--- src/rtl/fmr_pkg.sv ---
// Package: widths and controller states for the fraction multiply and reduce block.
package fmr_pkg;
  localparam int OperandWidthDef = 16;
  localparam int ResultWidth     = 32;

  typedef enum logic [2:0] {
    ST_IDLE,
    ST_MUL,
    ST_GCD,
    ST_DIVN,
    ST_DIVD,
    ST_DONE
  } fmr_state_t;
endpackage

--- src/rtl/fmr_divider.sv ---
// Bit-serial restoring divider on magnitudes, one quotient bit per cycle.
module fmr_divider #(
  parameter int W = 32
) (
  input  logic         clk,
  input  logic         rst_n,
  input  logic         start,
  input  logic [W-1:0] dividend,
  input  logic [W-1:0] divisor,
  output logic         busy,
  output logic [W-1:0] quotient,
  output logic [W-1:0] remainder
);
  localparam int CW = $clog2(W + 1);

  logic [W-1:0]  q_r, q_nxt;
  logic [W:0]    rem_r, rem_nxt;
  logic [W-1:0]  dvs_r;
  logic [CW-1:0] cnt_r, cnt_nxt;
  logic          busy_r, busy_nxt;
  logic [W:0]    trial;
  logic [W:0]    shifted;

  // one shift-subtract step
  always_comb begin
    shifted  = {rem_r[W-1:0], q_r[W-1]};
    trial    = shifted - {1'b0, dvs_r};
    q_nxt    = q_r;
    rem_nxt  = rem_r;
    cnt_nxt  = cnt_r;
    busy_nxt = busy_r;
    if (start) begin
      q_nxt    = dividend;
      rem_nxt  = '0;
      cnt_nxt  = CW'(W);
      busy_nxt = 1'b1;
    end else if (busy_r) begin
      if (!trial[W]) begin
        rem_nxt = trial;
        q_nxt   = {q_r[W-2:0], 1'b1};
      end else begin
        rem_nxt = shifted;
        q_nxt   = {q_r[W-2:0], 1'b0};
      end
      cnt_nxt = cnt_r - 1'b1;
      if (cnt_r == CW'(1)) busy_nxt = 1'b0;
    end
  end

  always_ff @(posedge clk) begin
    if (!rst_n) begin
      busy_r <= 1'b0;
      cnt_r  <= '0;
    end else begin
      busy_r <= busy_nxt;
      cnt_r  <= cnt_nxt;
    end
    q_r   <= q_nxt;
    rem_r <= rem_nxt;
    if (start) dvs_r <= divisor;
  end

  assign busy      = busy_r;
  assign quotient  = q_r;
  assign remainder = rem_r[W-1:0];
endmodule

--- src/rtl/fraction_multiply_reduce.sv ---
// Top level: multiplies two fractions and reduces the product by its gcd.
//
//  channel | direction | beat contents
//  in_     | slave     | tdata: a_num, a_den, b_num, b_den
//  out_    | master    | tdata: res_num, res_den; tuser: zero_fault
//
// One item at a time. Products are formed by a serial shift-add multiplier,
// one multiplier bit per cycle. Each Euclid step goes through launch, start,
// the divider's shift-subtract steps and an update of x and y; each final
// division goes through launch, start and the divider steps. Reset is
// synchronous, active low.
// A result waits in the output register while out_tready is low.
module fraction_multiply_reduce #(
  parameter int OPERAND_WIDTH = fmr_pkg::OperandWidthDef
) (
  input  logic                               clk,
  input  logic                               rst_n,
  input  logic                               in_tvalid,
  output logic                               in_tready,
  input  logic [((4*OPERAND_WIDTH+7)/8)*8-1:0] in_tdata,   // a_num, a_den, b_num, b_den
  output logic                               out_tvalid,
  input  logic                               out_tready,
  output logic [2*fmr_pkg::ResultWidth-1:0]  out_tdata,  // res_num, res_den
  output logic                               out_tuser   // zero_fault
);
  import fmr_pkg::*;

  localparam int OW = OPERAND_WIDTH;
  localparam int PW = 2 * OW;
  localparam int CW = $clog2(OW + 1);

  fmr_state_t state_r, state_nxt;

  logic [PW-1:0] mcand_n_r, mcand_d_r;
  logic [OW-1:0] mplr_n_r, mplr_d_r;
  logic [PW-1:0] acc_n_r, acc_d_r;
  logic [CW-1:0] mcnt_r;
  logic          neg_n_r, neg_d_r;
  logic [PW-1:0] pn_r, pd_r;          // signed products
  logic [PW-1:0] x_r, y_r;            // Euclid operands, signed
  logic          div_go_r, div_go_nxt;
  logic          div_pend_r;          // Euclid division launched, result not yet taken
  logic          div_idle;
  logic          out_valid_r;
  logic [2*ResultWidth-1:0] out_data_r;
  logic          out_fault_r;

  logic          div_start;
  logic [PW-1:0] div_a, div_b;
  logic          div_busy;
  logic [PW-1:0] div_q, div_rm;

  logic signed [OW-1:0] an, ad, bn, bd;
  assign an = in_tdata[OW-1:0];
  assign ad = in_tdata[2*OW-1:OW];
  assign bn = in_tdata[3*OW-1:2*OW];
  assign bd = in_tdata[4*OW-1:3*OW];

  function automatic logic [PW-1:0] mag(input logic [PW-1:0] v);
    mag = v[PW-1] ? (~v + 1'b1) : v;
  endfunction

  function automatic logic [OW-1:0] mag_o(input logic [OW-1:0] v);
    mag_o = v[OW-1] ? (~v + 1'b1) : v;
  endfunction

  logic [PW-1:0] sgn_rem;   // truncating remainder takes the dividend's sign
  logic [PW-1:0] sgn_quo;   // quotient negative when signs differ
  logic [PW-1:0] divd_src;
  assign divd_src = (state_r == ST_DIVD) ? pd_r : pn_r;
  assign sgn_rem  = x_r[PW-1] ? (~div_rm + 1'b1) : div_rm;
  assign sgn_quo  = (divd_src[PW-1] ^ x_r[PW-1]) ? (~div_q + 1'b1) : div_q;

  assign div_a = (state_r == ST_GCD) ? mag(x_r) : mag(divd_src);
  assign div_b = (state_r == ST_GCD) ? mag(y_r) : mag(x_r);
  assign div_start = div_go_r;
  // divider neither starting nor running: its result is settled
  assign div_idle  = !div_go_r && !div_busy;

  fmr_divider #(.W(PW)) u_div (
    .clk, .rst_n,
    .start     (div_start),
    .dividend  (div_a),
    .divisor   (div_b),
    .busy      (div_busy),
    .quotient  (div_q),
    .remainder (div_rm)
  );

  assign in_tready = (state_r == ST_IDLE);

  // next state and divider launch
  always_comb begin
    state_nxt  = state_r;
    div_go_nxt = 1'b0;
    case (state_r)
      ST_IDLE: if (in_tvalid) state_nxt = ST_MUL;
      ST_MUL:  if (mcnt_r == '0) state_nxt = ST_GCD;
      ST_GCD: begin
        if (div_idle && !div_pend_r) begin
          if (y_r == '0) begin
            if (x_r == '0) begin
              state_nxt = ST_DONE;
            end else begin
              state_nxt  = ST_DIVN;
              div_go_nxt = 1'b1;
            end
          end else begin
            div_go_nxt = 1'b1;
          end
        end
      end
      ST_DIVN: begin
        if (div_idle) begin
          state_nxt  = ST_DIVD;
          div_go_nxt = 1'b1;
        end
      end
      ST_DIVD: if (div_idle) state_nxt = ST_DONE;
      ST_DONE: if (!out_valid_r) state_nxt = ST_IDLE;
      default: state_nxt = ST_IDLE;
    endcase
  end

  // datapath and sequencing
  always_ff @(posedge clk) begin
    if (!rst_n) begin
      state_r     <= ST_IDLE;
      div_go_r    <= 1'b0;
      div_pend_r  <= 1'b0;
      out_valid_r <= 1'b0;
      mcnt_r      <= '0;
    end else begin
      state_r  <= state_nxt;
      div_go_r <= div_go_nxt;
      if (out_valid_r && out_tready) out_valid_r <= 1'b0;
      case (state_r)
        ST_IDLE: begin
          if (in_tvalid) begin
            mcand_n_r <= PW'(mag_o(an));
            mplr_n_r  <= mag_o(bn);
            mcand_d_r <= PW'(mag_o(ad));
            mplr_d_r  <= mag_o(bd);
            neg_n_r   <= an[OW-1] ^ bn[OW-1];
            neg_d_r   <= ad[OW-1] ^ bd[OW-1];
            acc_n_r   <= '0;
            acc_d_r   <= '0;
            mcnt_r    <= CW'(OW);
          end
        end
        ST_MUL: begin
          if (mcnt_r != '0) begin
            if (mplr_n_r[0]) acc_n_r <= acc_n_r + mcand_n_r;
            if (mplr_d_r[0]) acc_d_r <= acc_d_r + mcand_d_r;
            mcand_n_r <= mcand_n_r << 1;
            mcand_d_r <= mcand_d_r << 1;
            mplr_n_r  <= mplr_n_r >> 1;
            mplr_d_r  <= mplr_d_r >> 1;
            mcnt_r    <= mcnt_r - 1'b1;
          end else begin
            pn_r <= neg_n_r ? (~acc_n_r + 1'b1) : acc_n_r;
            pd_r <= neg_d_r ? (~acc_d_r + 1'b1) : acc_d_r;
            x_r  <= neg_n_r ? (~acc_n_r + 1'b1) : acc_n_r;
            y_r  <= neg_d_r ? (~acc_d_r + 1'b1) : acc_d_r;
          end
        end
        ST_GCD: begin
          if (div_idle) begin
            if (div_pend_r) begin
              // one Euclid step: (x, y) becomes (y, x rem y)
              x_r        <= y_r;
              y_r        <= sgn_rem;
              div_pend_r <= 1'b0;
            end else if (y_r != '0) begin
              div_pend_r <= 1'b1;
            end else if (x_r == '0) begin
              out_data_r  <= '0;
              out_fault_r <= 1'b1;
              out_valid_r <= 1'b1;
            end
          end
        end
        ST_DIVN: begin
          if (div_idle) begin
            out_data_r[ResultWidth-1:0] <= ResultWidth'($signed(sgn_quo));
          end
        end
        ST_DIVD: begin
          if (div_idle) begin
            out_data_r[2*ResultWidth-1:ResultWidth] <= ResultWidth'($signed(sgn_quo));
            out_fault_r <= 1'b0;
            out_valid_r <= 1'b1;
          end
        end
        ST_DONE: ;
        default: ;
      endcase
    end
  end

  assign out_tvalid = out_valid_r;
  assign out_tdata  = out_data_r;
  assign out_tuser  = out_fault_r;
endmodule

--- config.mk ---
export PLATFORM = sky130hd
export DESIGN_NAME = fraction_multiply_reduce
export DESIGN_NICKNAME = d
export VERILOG_FILES = /design/src/rtl/fmr_pkg.sv /design/src/rtl/fmr_divider.sv /design/src/rtl/fraction_multiply_reduce.sv
export SDC_FILE = /design/constraint.sdc
export NUM_CORES = 1
export LEC_CHECK = 0
export BUFFER_PORTS_ARGS = -buffer_cell sky130_fd_sc_hd__buf_4
export CELL_PAD_IN_SITES_DETAIL_PLACEMENT = 1
export CELL_PAD_IN_SITES_GLOBAL_PLACEMENT = 1
export CORE_MARGIN = 2
export CORE_UTILIZATION = 40
export DETAILED_ROUTE_END_ITERATION = 8
export PLACE_DENSITY_LB_ADDON = 0.3
export SYNTH_ARGS = -nofsm -noshare
export SYNTH_HDL_FRONTEND = slang
export SYNTH_SLANG_ARGS = --single-unit
--- constraint.sdc ---
create_clock -name clk -period 5.6 [get_ports clk]
set_input_delay 0.56 -clock clk [delete_from_list [all_inputs] [get_ports clk]]
set_output_delay 0.56 -clock clk [all_outputs]
set_load 0.03 [all_outputs]
==> summary.md, run 1 <==
| Metric | Value |
|---|---|
| Status | `finished clean` |
| Pins over their slew limit | `0` |
| Placed inst area | `30800 sq um` |
| Core Region | `71400 sq um` |
| MaxCap Viol Count | `0` |
| Vias in the first global route | `23300` |
| Final #Nets | `3171` |
| Worst Hold Path Cells | `3` |
| First-pass GRT wire length | `136000 um` |
| Placer Congestion | `0.899` |
| Initial core utilization | `0.403` |
| Simple-Gate Fraction of Synth Area | `0.164` |
| CP peak stage delay | `0.66 ns` |
| Hold Path Class | `in2reg` |
| Worst-Skew Late Latency | `0.65 ns` |
| Number of port buffers | `134` |
| Number of DRC markers in iteration 0 | `1424` |
| Synth Net Count | `3080` |
| Postcts setup bufs | `0` |
| Synth Flop Type | `edfxtp_1` |
| Final Setup Violations | `0` |
| Logic pwr share | `0.445` |
| Antenna Nets Post-Route | `0` |
| Final min period | `4.49 ns` |
| Synth Area in Adders | `0.0495` |
| Register bit total from synthesis | `469` |
| Leakage Power | `12.0 nW` |
| P_int | `10.1 mW` |
| Wire length per cell | `21.9 um` |
| RSZ-0062 raised after global routing | `no` |
| Die X | `272 um` |
| CTS buffer count | `55` |
| Fillers | `7963` |
| Final Cycle Share | `0.802` |
| Mapped cell area | `28800 sq um` |
| Largest family of logic cells by synthesized area | `simple AND/OR/NAND/NOR gates` |
| Antenna violations before repair | `0` |
| Critical path, cell by cell | `or4_4, nor4_2, nand2b_1, or4b_1, or2_1, nor2_1, nand4_1, or3_1, a21oi_4, buf_4` |
| Mux contribution to synthesized area | `0.0270` |
| Leading post-synthesis cells by cell area | `edfxtp_1, xor2_1, xnor2_1, nor2_1, ha_1` |
| EDFF count, synth | `419` |
| # IOs | `135` |
| Seq/Total Area, Yosys | `0.472` |
| CTS tree | `built` |
| DR vias/cell | `5.70` |
| Psw | `7.44 mW` |
| Avg Cell Area, Syn | `9.93 sq um` |
| Pin count of the biggest net entering global routing | `112` |
| Area share of the largest cell type after synthesis | `0.437` |
| Warnings, synthesis | `0` |
| Cell row count | `98` |
| Cell taking the most area after synthesis | `edfxtp_1` |
| # DRC | `0` |
| Critical path's slowest cell | `or4b_1` |
| Area growth syn-to-layout | `13.3%` |
| Clock tree sinks | `469` |
| Post-CTS sizing | `0` |
| Post-synthesis xor/xnor area fraction | `0.106` |
| Max-slew headroom | `0.194` |
| Max Fclk | `223 MHz` |
| Root Buffer | `clkbuf_16` |
| Max IR drop VDD | `396 uV` |
| Final Hold Viols | `0` |
| Post-synthesis compound-gate area fraction | `0.154` |
| Synth async-reset ratio | `0` |
| Overflow after GRT | `0` |
| Worst-Margin Slew | `1.20 ns` |
| Cells after Synth | `2900` |
| CP endpoint kind | `flip-flop` |
| Die ar. | `74100 sq um` |
| Design area | `32600 sq um` |
| Final wirelength | `87100 um` |
| Reg2reg path depth | `10` |
| Final Skew | `0.0278 ns` |
| GRT Resource Usage Total | `0.232` |
| Hold_buf cts | `0` |
| Layout cells sized above 1 | `0.103` |
| Max clock buf depth | `3` |
| Clock-pin transition on the worst setup and hold timing paths | `0.06 ns` |
| Drt pass-1 iters | `5` |
| DR vias | `22700` |
| Critical Path RT | `5.88 ns` |
| Sw frac | `0.424` |
| Setup tns final | `0 ns` |
| Chip height | `272 um` |
| CP max FO | `33` |
| H-tree lvl count | `2` |
| Hpwl dp | `65400 um` |
| Yosys cell types | `74` |
| Clock share of power | `0.209` |
| Critical path type | `reg2reg` |
| Crit path arrival time | `4.78 ns` |
| Sequential Power Share | `0.347` |
| Critical path launch point type | `flip-flop` |
| Diodes inserted | `0` |
| Pwr dens | `538 nW/um^2` |
-- synthesized netlist by cell type, drive strengths merged, types with 23 or more instances --
master and number:
or4 37, xnor2 169, nor3 58, a21oi 188, mux2i 62, a31oi 29, nand2b 33, o21ai 179
nor2b 25, xor2 178, inv 85, ha 109, and3 48, or3 54, a211oi 35, o21a 23
nand2 238, a21o 49, o41ai 33, clkbuf 103, nor2 380, o31ai 68, nand3 27, edfxtp 419
dfxtp 50
-- per-layer routing --
layer | up-vias | GRT usage | part of all wire
met5 | - | 0 | 0
met4 | 0 | 0.0962 | 0.041
met3 | 145 | 0.0249 | 0.043
met2 | 568 | 0.387 | 0.47
met1 | 11200 | 0.306 | 0.44
li1 | 10800 | - | -
-- worst max-delay path, delay by kind of cell, from the launching register on --
family | cells | cell delay (ns)
flip-flops | 1 | 0.44
AO/OA/AOI/OAI | 1 | 0.16
buffers and inverters | 1 | 0.40
AND/OR/NAND/NOR | 8 | 3.12
-- power groups by stage --
stage          Combinational, mW  Sequential, mW  Clock [mW]
4_1_cts                     7.78            6.08        3.73
2_1_floorplan               5.55            5.80           0
3_5_place_dp                7.68            6.14           0
3_3_place_gp                7.43            6.08           0
6_report                    7.81            6.09        3.67
5_1_grt                     8.60            6.20        3.84
-- cell usage in the layout, fill, tap and decap left out, types with 9 or more instances in the layout --
cell type | Yosys | routed
buf_4 | 0 | 158
nand2b_1 | 33 | 32
ha_1 | 109 | 109
a31oi_1 | 29 | 29
xnor2_1 | 169 | 167
a211oi_1 | 35 | 35
and3_1 | 48 | 47
nand3_1 | 27 | 27
nand2_1 | 238 | 237
o41ai_1 | 32 | 32
clkinv_1 | 1 | 12
clkbuf_16 | 0 | 55
nor2_1 | 380 | 376
mux2_2 | 10 | 10
nor3_1 | 58 | 57
o21ai_0 | 172 | 172
o221ai_1 | 11 | 11
a21oi_1 | 188 | 187
edfxtp_1 | 419 | 419
nor4_1 | 17 | 17
mux2i_1 | 62 | 61
inv_1 | 85 | 83
and2_1 | 11 | 10
or2_2 | 12 | 12
dfxtp_1 | 50 | 48
nor3b_1 | 10 | 9
o31ai_1 | 65 | 65
o211ai_1 | 11 | 11
nor2b_1 | 25 | 25
a21o_1 | 49 | 49
clkinv_2 | 0 | 13
nand4_1 | 18 | 18
or4_1 | 32 | 32
or3_1 | 48 | 48
o21a_1 | 23 | 23
xor2_1 | 178 | 178
-- stage by stage --
stage          utilization  worst slack, ns  hold WS (ns)  power (mW)  instances
5_1_grt              0.457            0.942         0.227        18.6       3984
2_1_floorplan            -            0.501         0.468        11.4       2900
4_1_cts              0.457             1.11         0.199        17.6       3984
6_report             0.457             1.11         0.229        17.6       3984
3_3_place_gp         0.431             1.31         0.478        13.5       3884
3_5_place_dp         0.431             1.12         0.517        13.8       3884
-- sequential cells by signal, summed over array words and instances (netlist names), 3 cells and up --
name / count
acc_d_r: 32
pn_r: 32
mplr_d_r: 16
state_r: 3
u_div.cnt_r: 6
mcand_d_r: 32
mplr_n_r: 16
mcand_n_r: 32
y_r: 32
out_tdata: 64
u_div.rem_r: 32
mcnt_r: 5
u_div.dvs_r: 32
x_r: 32
u_div.quotient: 32
acc_n_r: 32
pd_r: 32
-- cells by family after synthesis --
kind of cell,Yosys count
buffers and inverters,211
AND/OR/NAND/NOR,992
flip-flops,469
multiplexers,75
adder cells (fa/ha/maj),112
XOR/XNOR,347
AO/OA/AOI/OAI,694
-- final timing paths --
path	from	to	slack (ns)
max	y_r[6]	out_tdata[41]	1.11
min	in_tvalid	mcnt_r[4]	0.23
max reg2reg	y_r[6]	out_tdata[41]	1.11
min reg2reg	mplr_n_r[1]	mplr_n_r[0]	0.53
-- final cells by class --
cell class | count | area, sq um | share of cell area
clock buffer | 62 | 1420 | 0.0436
clock inverter | 38 | 405 | 0.0124
inverter | 86 | 325 | 0.00998
multi-input combinational | 2220 | 14500 | 0.444
sequential | 469 | 13600 | 0.417
tap | 950 | 1190 | 0.0365
timing repair buffer | 159 | 1210 | 0.0370
No activity file was read; power rests on OpenSTA's default activity.
==> inputs of run 2 (changes only) <==
ABC_AREA = 1   (was not set)
clock period = 3.6 ns   (was 5.6 ns; I/O delays follow)
==> run 2 against run 1 <==
Cell count increased by 34%; cell area increased by 9.4%; first-iteration DRC count rose by 32%; critical endpoint is now u_div.rem_r[0]; largest power group unchanged.
==> summary.md, run 2 <==
| Metric | Value |
|---|---|
| Psw | `13.2 mW` |
| Pwr dens | `807 nW/um^2` |
| CTS buffer count | `54` |
| Synth Net Count | `4317` |
| Layout cells sized above 1 | `0.0766` |
| Antenna violations before repair | `2` |
| Crit path arrival time | `3.87 ns` |
| CP max FO | `17` |
| Hold Path Class | `in2reg` |
| MaxCap Viol Count | `0` |
| Worst setup path start | `u_div.quotient[31]` |
| Mux contribution to synthesized area | `0.000318` |
| Worst Hold Path Cells | `4` |
| Setup tns final | `0 ns` |
| Commonest cells in the netlist | `nand2_1, nor2_1, inv_1` |
| Final wirelength | `106000 um` |
| CTS tree | `built` |
| Critical path launch point type | `flip-flop` |
| Max clock buf depth | `3` |
| Sw frac | `0.457` |
| Placer Congestion | `0.954` |
| Critical Path RT | `4.10 ns` |
| Wire length per cell | `19.8 um` |
| Yosys cell types | `52` |
| Postcts setup bufs | `0` |
| Reg2reg setup slack | `0.24 ns` |
| Seq/Total Area, Yosys | `0.432` |
| H-tree lvl count | `2` |
| Top-count cell post-synth | `nand2_1` |
| # IOs | `135` |
| Most common cell after layout, fill and taps aside | `nand2_1` |
| Number of port buffers | `134` |
| Max IR drop VDD | `532 uV` |
| Leading post-synthesis cells by cell area | `edfxtp_1, nand2_1, nor2_1, inv_1, xor2_1` |
| Worst-Skew Late Latency | `0.64 ns` |
| Critical path type | `reg2reg` |
| Area share of the largest cell type after synthesis | `0.400` |
| DR vias/cell | `5.36` |
| Final Non-Filler Cells | `5348` |
| P_int | `15.6 mW` |
| Post-CTS sizing | `0` |
| Diodes inserted | `0` |
| R2R Path End | `u_div.rem_r[0]` |
| Setup slack after layout | `0.237 ns` |
| Cell taking the most area after synthesis | `edfxtp_1` |
| Pin count of the biggest net entering global routing | `168` |
| Most frequent cells in the layout | `nand2_1, nor2_1, inv_1, edfxtp_1, o21ai_0` |
| Max reg flops | `64` |
| Placed cells | `5246` |
| Synth Flop Type | `edfxtp_1` |
| Final Hold Viols | `0` |
| Logic pwr share | `0.462` |
| Core Region | `77600 sq um` |
| Antenna Nets Post-Route | `0` |
| Final Setup Violations | `0` |
| Final hold slack | `0.0202 ns` |
| Clock share of power | `0.205` |
| Chip height | `284 um` |
| Hold path endpoint | `out_tvalid` |
| Max Fclk | `297 MHz` |
| Largest family of logic cells by synthesized area | `simple AND/OR/NAND/NOR gates` |
| Final Skew | `0.0343 ns` |
| Leakage Power | `15.5 nW` |
| Area growth syn-to-layout | `13.5%` |
| Hold_buf cts | `0` |
| Mapped cell area | `31400 sq um` |
| Root Buffer | `clkbuf_16` |
| Reg2reg path depth | `18` |
| Synth Area in Adders | `0.0453` |
| First-pass GRT wire length | `167000 um` |
| Simple-Gate Fraction of Synth Area | `0.268` |
| Final #Nets | `4442` |
| Final Cycle Share | `0.934` |
| Die ar. | `80800 sq um` |
| EDFF count, synth | `419` |
| Overflow after GRT | `0` |
| Synth async-reset ratio | `0` |
| Avg Cell Area, Syn | `7.60 sq um` |
| Cell row count | `102` |
| Total Power | `28.8 mW` |
| Initial core utilization | `0.405` |
| Clock-pin transition on the worst setup and hold timing paths | `0.06 ns` |
| Clock tree sinks | `469` |
| Number of DRC markers in iteration 0 | `1885` |
| Hpwl dp | `82900 um` |
| Register bit total from synthesis | `469` |
| Pins over their slew limit | `0` |
| Post-synthesis xor/xnor area fraction | `0.0632` |
| Vias in the first global route | `29400` |
| Status | `finished clean` |
| Cells after Synth | `4137` |
| Sequential Power Share | `0.333` |
| CP endpoint kind | `flip-flop` |
| Hold_sp | `out_tready` |
| Worst-Margin Slew | `1.16 ns` |
| Max-slew headroom | `0.221` |
| Post-synthesis compound-gate area fraction | `0.114` |
| Final min period | `3.36 ns` |
| Warnings, synthesis | `0` |
| RR Startpoint | `u_div.quotient[31]` |
| Die X | `284 um` |
| Drt pass-1 iters | `5` |
| Dpl ws | `0.339 ns` |
| # DRC | `0` |
| GRT Resource Usage Total | `0.260` |
| DR vias | `28700` |
| RSZ-0062 raised after global routing | `no` |
-- run 2: changes by cell type after synthesis, sizes merged, moves of 38 or more --
cell / delta
a21o: -38
a21oi: +58
and3: -48
clkbuf: -39
inv: +415
mux2i: -61
nand2: +874
nand3: +195
nor2: +160
o21ai: +118
o31ai: -52
or3: -53
xnor2: -126
-- run 2: cells by family after synthesis --
family | count (synthesis)
compound gates | 658
xor+xnor | 227
fa+ha+maj | 112
buf+inv | 618
flops | 469
mux | 1
simple gates | 2052
-- run 2: worst max-delay path, cell delays in order, from the launching register on --
cell	delay [ns]
edfxtp_1	0.54
inv_1	0.13
ha_1	0.27
fa_1	0.45
inv_1	0.08
nand3_1	0.07
nand2_1	0.13
nand3_1	0.09
nand2_1	0.13
nand2_1	0.07
nand2_1	0.16
nand2_1	0.12
nand2_1	0.11
nand2_1	0.13
nand2_2	0.31
buf_4	0.21
nand2_1	0.06
nand3_1	0.08
nand2_1	0.06
-- run 2: per-layer routing --
| metal | routed length (um) | vias to the layer above | GRT usage |
|---|---|---|---|
| met5 | 23 | - | 0 |
| met4 | 3930 | 4 | 0.0909 |
| met3 | 5100 | 178 | 0.0334 |
| met2 | 49500 | 655 | 0.433 |
| met1 | 47600 | 13900 | 0.349 |
| li1 | - | 13900 | - |
-- run 2: worst max-delay path by stage --
stage / end / slack [ns] / cells after the start
3_5_place_dp: u_div.rem_r[1] / 0.34 / 18
6_report: u_div.rem_r[0] / 0.24 / 18
4_1_cts: u_div.rem_r[0] / 0.24 / 18
2_1_floorplan: acc_d_r[0] / -0.23 / 6
5_1_grt: u_div.rem_r[0] / 0.004 / 18
3_3_place_gp: u_div.rem_r[3] / 0.50 / 18
-- run 2: area by class of cell --
class / instances / area [sq um]
flip-flops and latches: 469 / 13600
repair buffers: 185 / 1490
fillers: 9679 / 41900
clock inverters: 40 / 488
well taps: 1040 / 1300
multi-input cells: 3050 / 15500
clock buffers: 62 / 1380
inverters: 502 / 1890
-- run 2: per-stage QoR --
| step | util | area (sq um) |
|---|---|---|
| finish | 0.460 | 35700 |
| global route | 0.460 | 35700 |
| CTS | 0.460 | 35700 |
| detailed placement | 0.436 | 33800 |
| global placement | 0.436 | 33800 |
| floorplan | - | 31500 |
-- run 2: power groups by stage --
| stage | logic (mW) | registers [mW] | clock network, mW |
|---|---|---|---|
| after floorplan | 8.59 | 9.38 | 0 |
| after global placement | 12.7 | 9.62 | 0 |
| after detailed placement | 13.1 | 9.67 | 0 |
| after CTS | 13.2 | 9.58 | 5.96 |
| after global routing | 14.8 | 9.75 | 6.17 |
| final | 13.3 | 9.59 | 5.90 |
==> inputs of run 3 (changes only) <==
ABC_AREA = not set   (was 1)
CORE_ASPECT_RATIO = 0.5   (was not set)
==> run 3 against run 2 <==
The flow now finishes with violations (setup timing); fmax down 8.1%; combinational power about the same; largest power group unchanged; clock-buffer cell count down 3; cell area down 5.7%; worst setup slack worse by 0.30 ns; power down 2.6%; wire length down 17%; via count down 19%; flip-flop and latch count unchanged.
==> summary.md, run 3 (synthesis gave the netlist of run 1 again) <==
| Metric | Value |
|---|---|
| Pin count of the biggest net entering global routing | `127` |
| Worst Hold Path Cells | `2` |
| Max Fclk | `273 MHz` |
| Worst-Margin Slew | `1.05 ns` |
| Critical Path RT | `3.93 ns` |
| # DRC | `0` |
| First-pass GRT wire length | `136000 um` |
| RR Startpoint | `y_r[6]` |
| Initial core utilization | `0.405` |
| Clock tree sinks | `469` |
| Layout cells sized above 1 | `0.140` |
| Most frequent cells in the layout | `edfxtp_1, nor2_1, buf_4, nand2_1, a21oi_1` |
| DR vias/cell | `5.66` |
| Final Skew | `0.0239 ns` |
| Worst-Skew Late Latency | `0.62 ns` |
| Max-slew headroom | `0.302` |
| Number of port buffers | `134` |
| Critical path type | `reg2reg` |
| Hold Path Class | `in2reg` |
| Root Buffer | `clkbuf_16` |
| Final Cycle Share | `1.02` |
| Max clock buf depth | `3` |
| CTS tree | `built` |
| Worst path bufs/invs | `2` |
| Diodes inserted | `0` |
| CTS buffer count | `48` |
| Die ar. | `74300 sq um` |
| Vias in the first global route | `23300` |
| Final #Nets | `3277` |
| Max IR drop VDD | `413 uV` |
| Leakage Power | `12.5 nW` |
| Critical path launch point type | `flip-flop` |
| Top delay family on crit path | `simple AND/OR/NAND/NOR gates` |
| CP max FO | `8` |
| Fillers | `7986` |
| Final core utilization | `0.473` |
| Failing checks | `setup timing` |
| Setup slack after layout | `-0.0594 ns` |
| Design area | `33600 sq um` |
| Final Setup Violations | `28` |
| Final hold slack | `0.0509 ns` |
| Crit path arrival time | `3.99 ns` |
| Hold_sp | `in_tdata[61]` |
| Hold path endpoint | `mplr_d_r[15]` |
| Final wirelength | `88500 um` |
| Final Hold Viols | `0` |
| Reg2reg path depth | `11` |
| Overflow after GRT | `0` |
| Hpwl dp | `66200 um` |
| Worst setup path start | `y_r[6]` |
| GRT Resource Usage Total | `0.233` |
| Area of the multi-input gates | `14700 sq um` |
| Placer Congestion | `0.923` |
| DR vias | `23200` |
| Clock-pin transition on the worst setup and hold timing paths | `0.07 ns` |
| Critical path, cell by cell | `or4_4, nor4_4, nand2b_1, or4b_4, or2_4, nor2_4, nand4_1, or3_4, a21oi_4, buf_12, clkbuf_16` |
| RSZ-0062 raised after global routing | `yes` |
| Die X | `383 um` |
| Max reg flops | `64` |
| Pins over their slew limit | `0` |
| Most common cell after layout, fill and taps aside | `edfxtp_1` |
| Critical path's slowest cell | `or4_4` |
| MaxCap Viol Count | `0` |
| H-tree lvl count | `2` |
| Antenna violations before repair | `0` |
| R2R Path End | `out_tdata[44]` |
| # IOs | `135` |
| Area growth syn-to-layout | `16.9%` |
| Drt pass-1 iters | `5` |
| Chip height | `194 um` |
| Core Region | `71100 sq um` |
| Wire length per cell | `21.6 um` |
| Antenna Nets Post-Route | `0` |
| Dpl ws | `-0.219 ns` |
| Reg2reg setup slack | `-0.06 ns` |
| Status | `complete, but fails checks` |
| Cell row count | `69` |
| CP peak stage delay | `0.57 ns` |
| Placed inst area | `31600 sq um` |
| CP endpoint kind | `flip-flop` |
| Final min period | `3.66 ns` |
| Number of DRC markers in iteration 0 | `1704` |
| Pwr dens | `833 nW/um^2` |
| Sequential Area | `13600 sq um` |
==> run 3: changes by cell type in the layout (fill, tap and decap cells not counted), moves of 31 or more <==
cell	previous run	this run
nor2_1	526	375
and3_1	0	47
inv_1	491	82
o21ai_0	278	171
a21oi_1	246	187
nand3_1	222	27
o31ai_1	16	65
mux2i_1	1	56
nand2b_1	0	31
xnor2_1	43	167
buf_4	177	253
or3_1	1	47
a21o_1	11	49
nand2_1	1102	237
==> run 3: worst max path at each step <==
stage	depth (start not counted)	end	slack, ns
after global placement	13	u_div.rem_r[30]	-0.03
after CTS	10	out_tdata[35]	0.02
after detailed placement	13	u_div.rem_r[30]	-0.22
after global routing	11	out_tdata[62]	-0.12
final	11	out_tdata[44]	-0.06
after floorplan	9	out_tdata[32]	-0.17
==> run 3: area by class of cell <==
cell class | count | share of cell area
clock buffer | 59 | 0.0376
timing repair buffer | 272 | 0.0675
sequential | 469 | 0.404
clock inverter | 28 | 0.00926
tap | 958 | 0.0356
inverter | 86 | 0.00971
multi-input combinational | 2220 | 0.436
==> run 3: worst register-to-register path: stages, from the launching register on <==
cell and delay (ns):
edfxtp_1 0.39, or4_4 0.57, nor4_4 0.18, nand2b_1 0.15, or4b_4 0.57, or2_4 0.29
nor2_4 0.13, nand4_1 0.13, or3_4 0.41, a21oi_4 0.23, buf_12 0.17, clkbuf_16 0.16
==> run 3: where the power goes <==
group,total [mW],switching (mW),internal [mW]
sequential,9.26,1.23,8.03
combinational,13.5,8.31,5.18
clock,5.26,2.32,2.94
==> run 3: routing by layer <==
metal | wire length, um | global-route usage | share of wire
met3 | 4930 | 0.0317 | 0.056
met4 | 1060 | 0.0383 | 0.012
met2 | 39200 | 0.361 | 0.44
met5 | 0 | 0 | 0
met1 | 43300 | 0.350 | 0.49
==> run 3: what timing repair did <==
item,4_1_cts,5_1_grt
hold endpoints to repair,0,0
setup endpoints to repair,59,78
hold buffers,0,0
resized for setup,5,32
buffers inserted,0,11
cloned,0,7
pin swaps,2,21
==> run 3: through the flow <==
stage	std cells	power [mW]	TNS (ns)
floorplan	2900	17.7	-6.49
global placement	3987	21.7	-0.322
detailed placement	3987	22.2	-4.85
CTS	4074	27.6	0
global route	4092	29.7	-4.74
finish	4092	28.0	-1.31
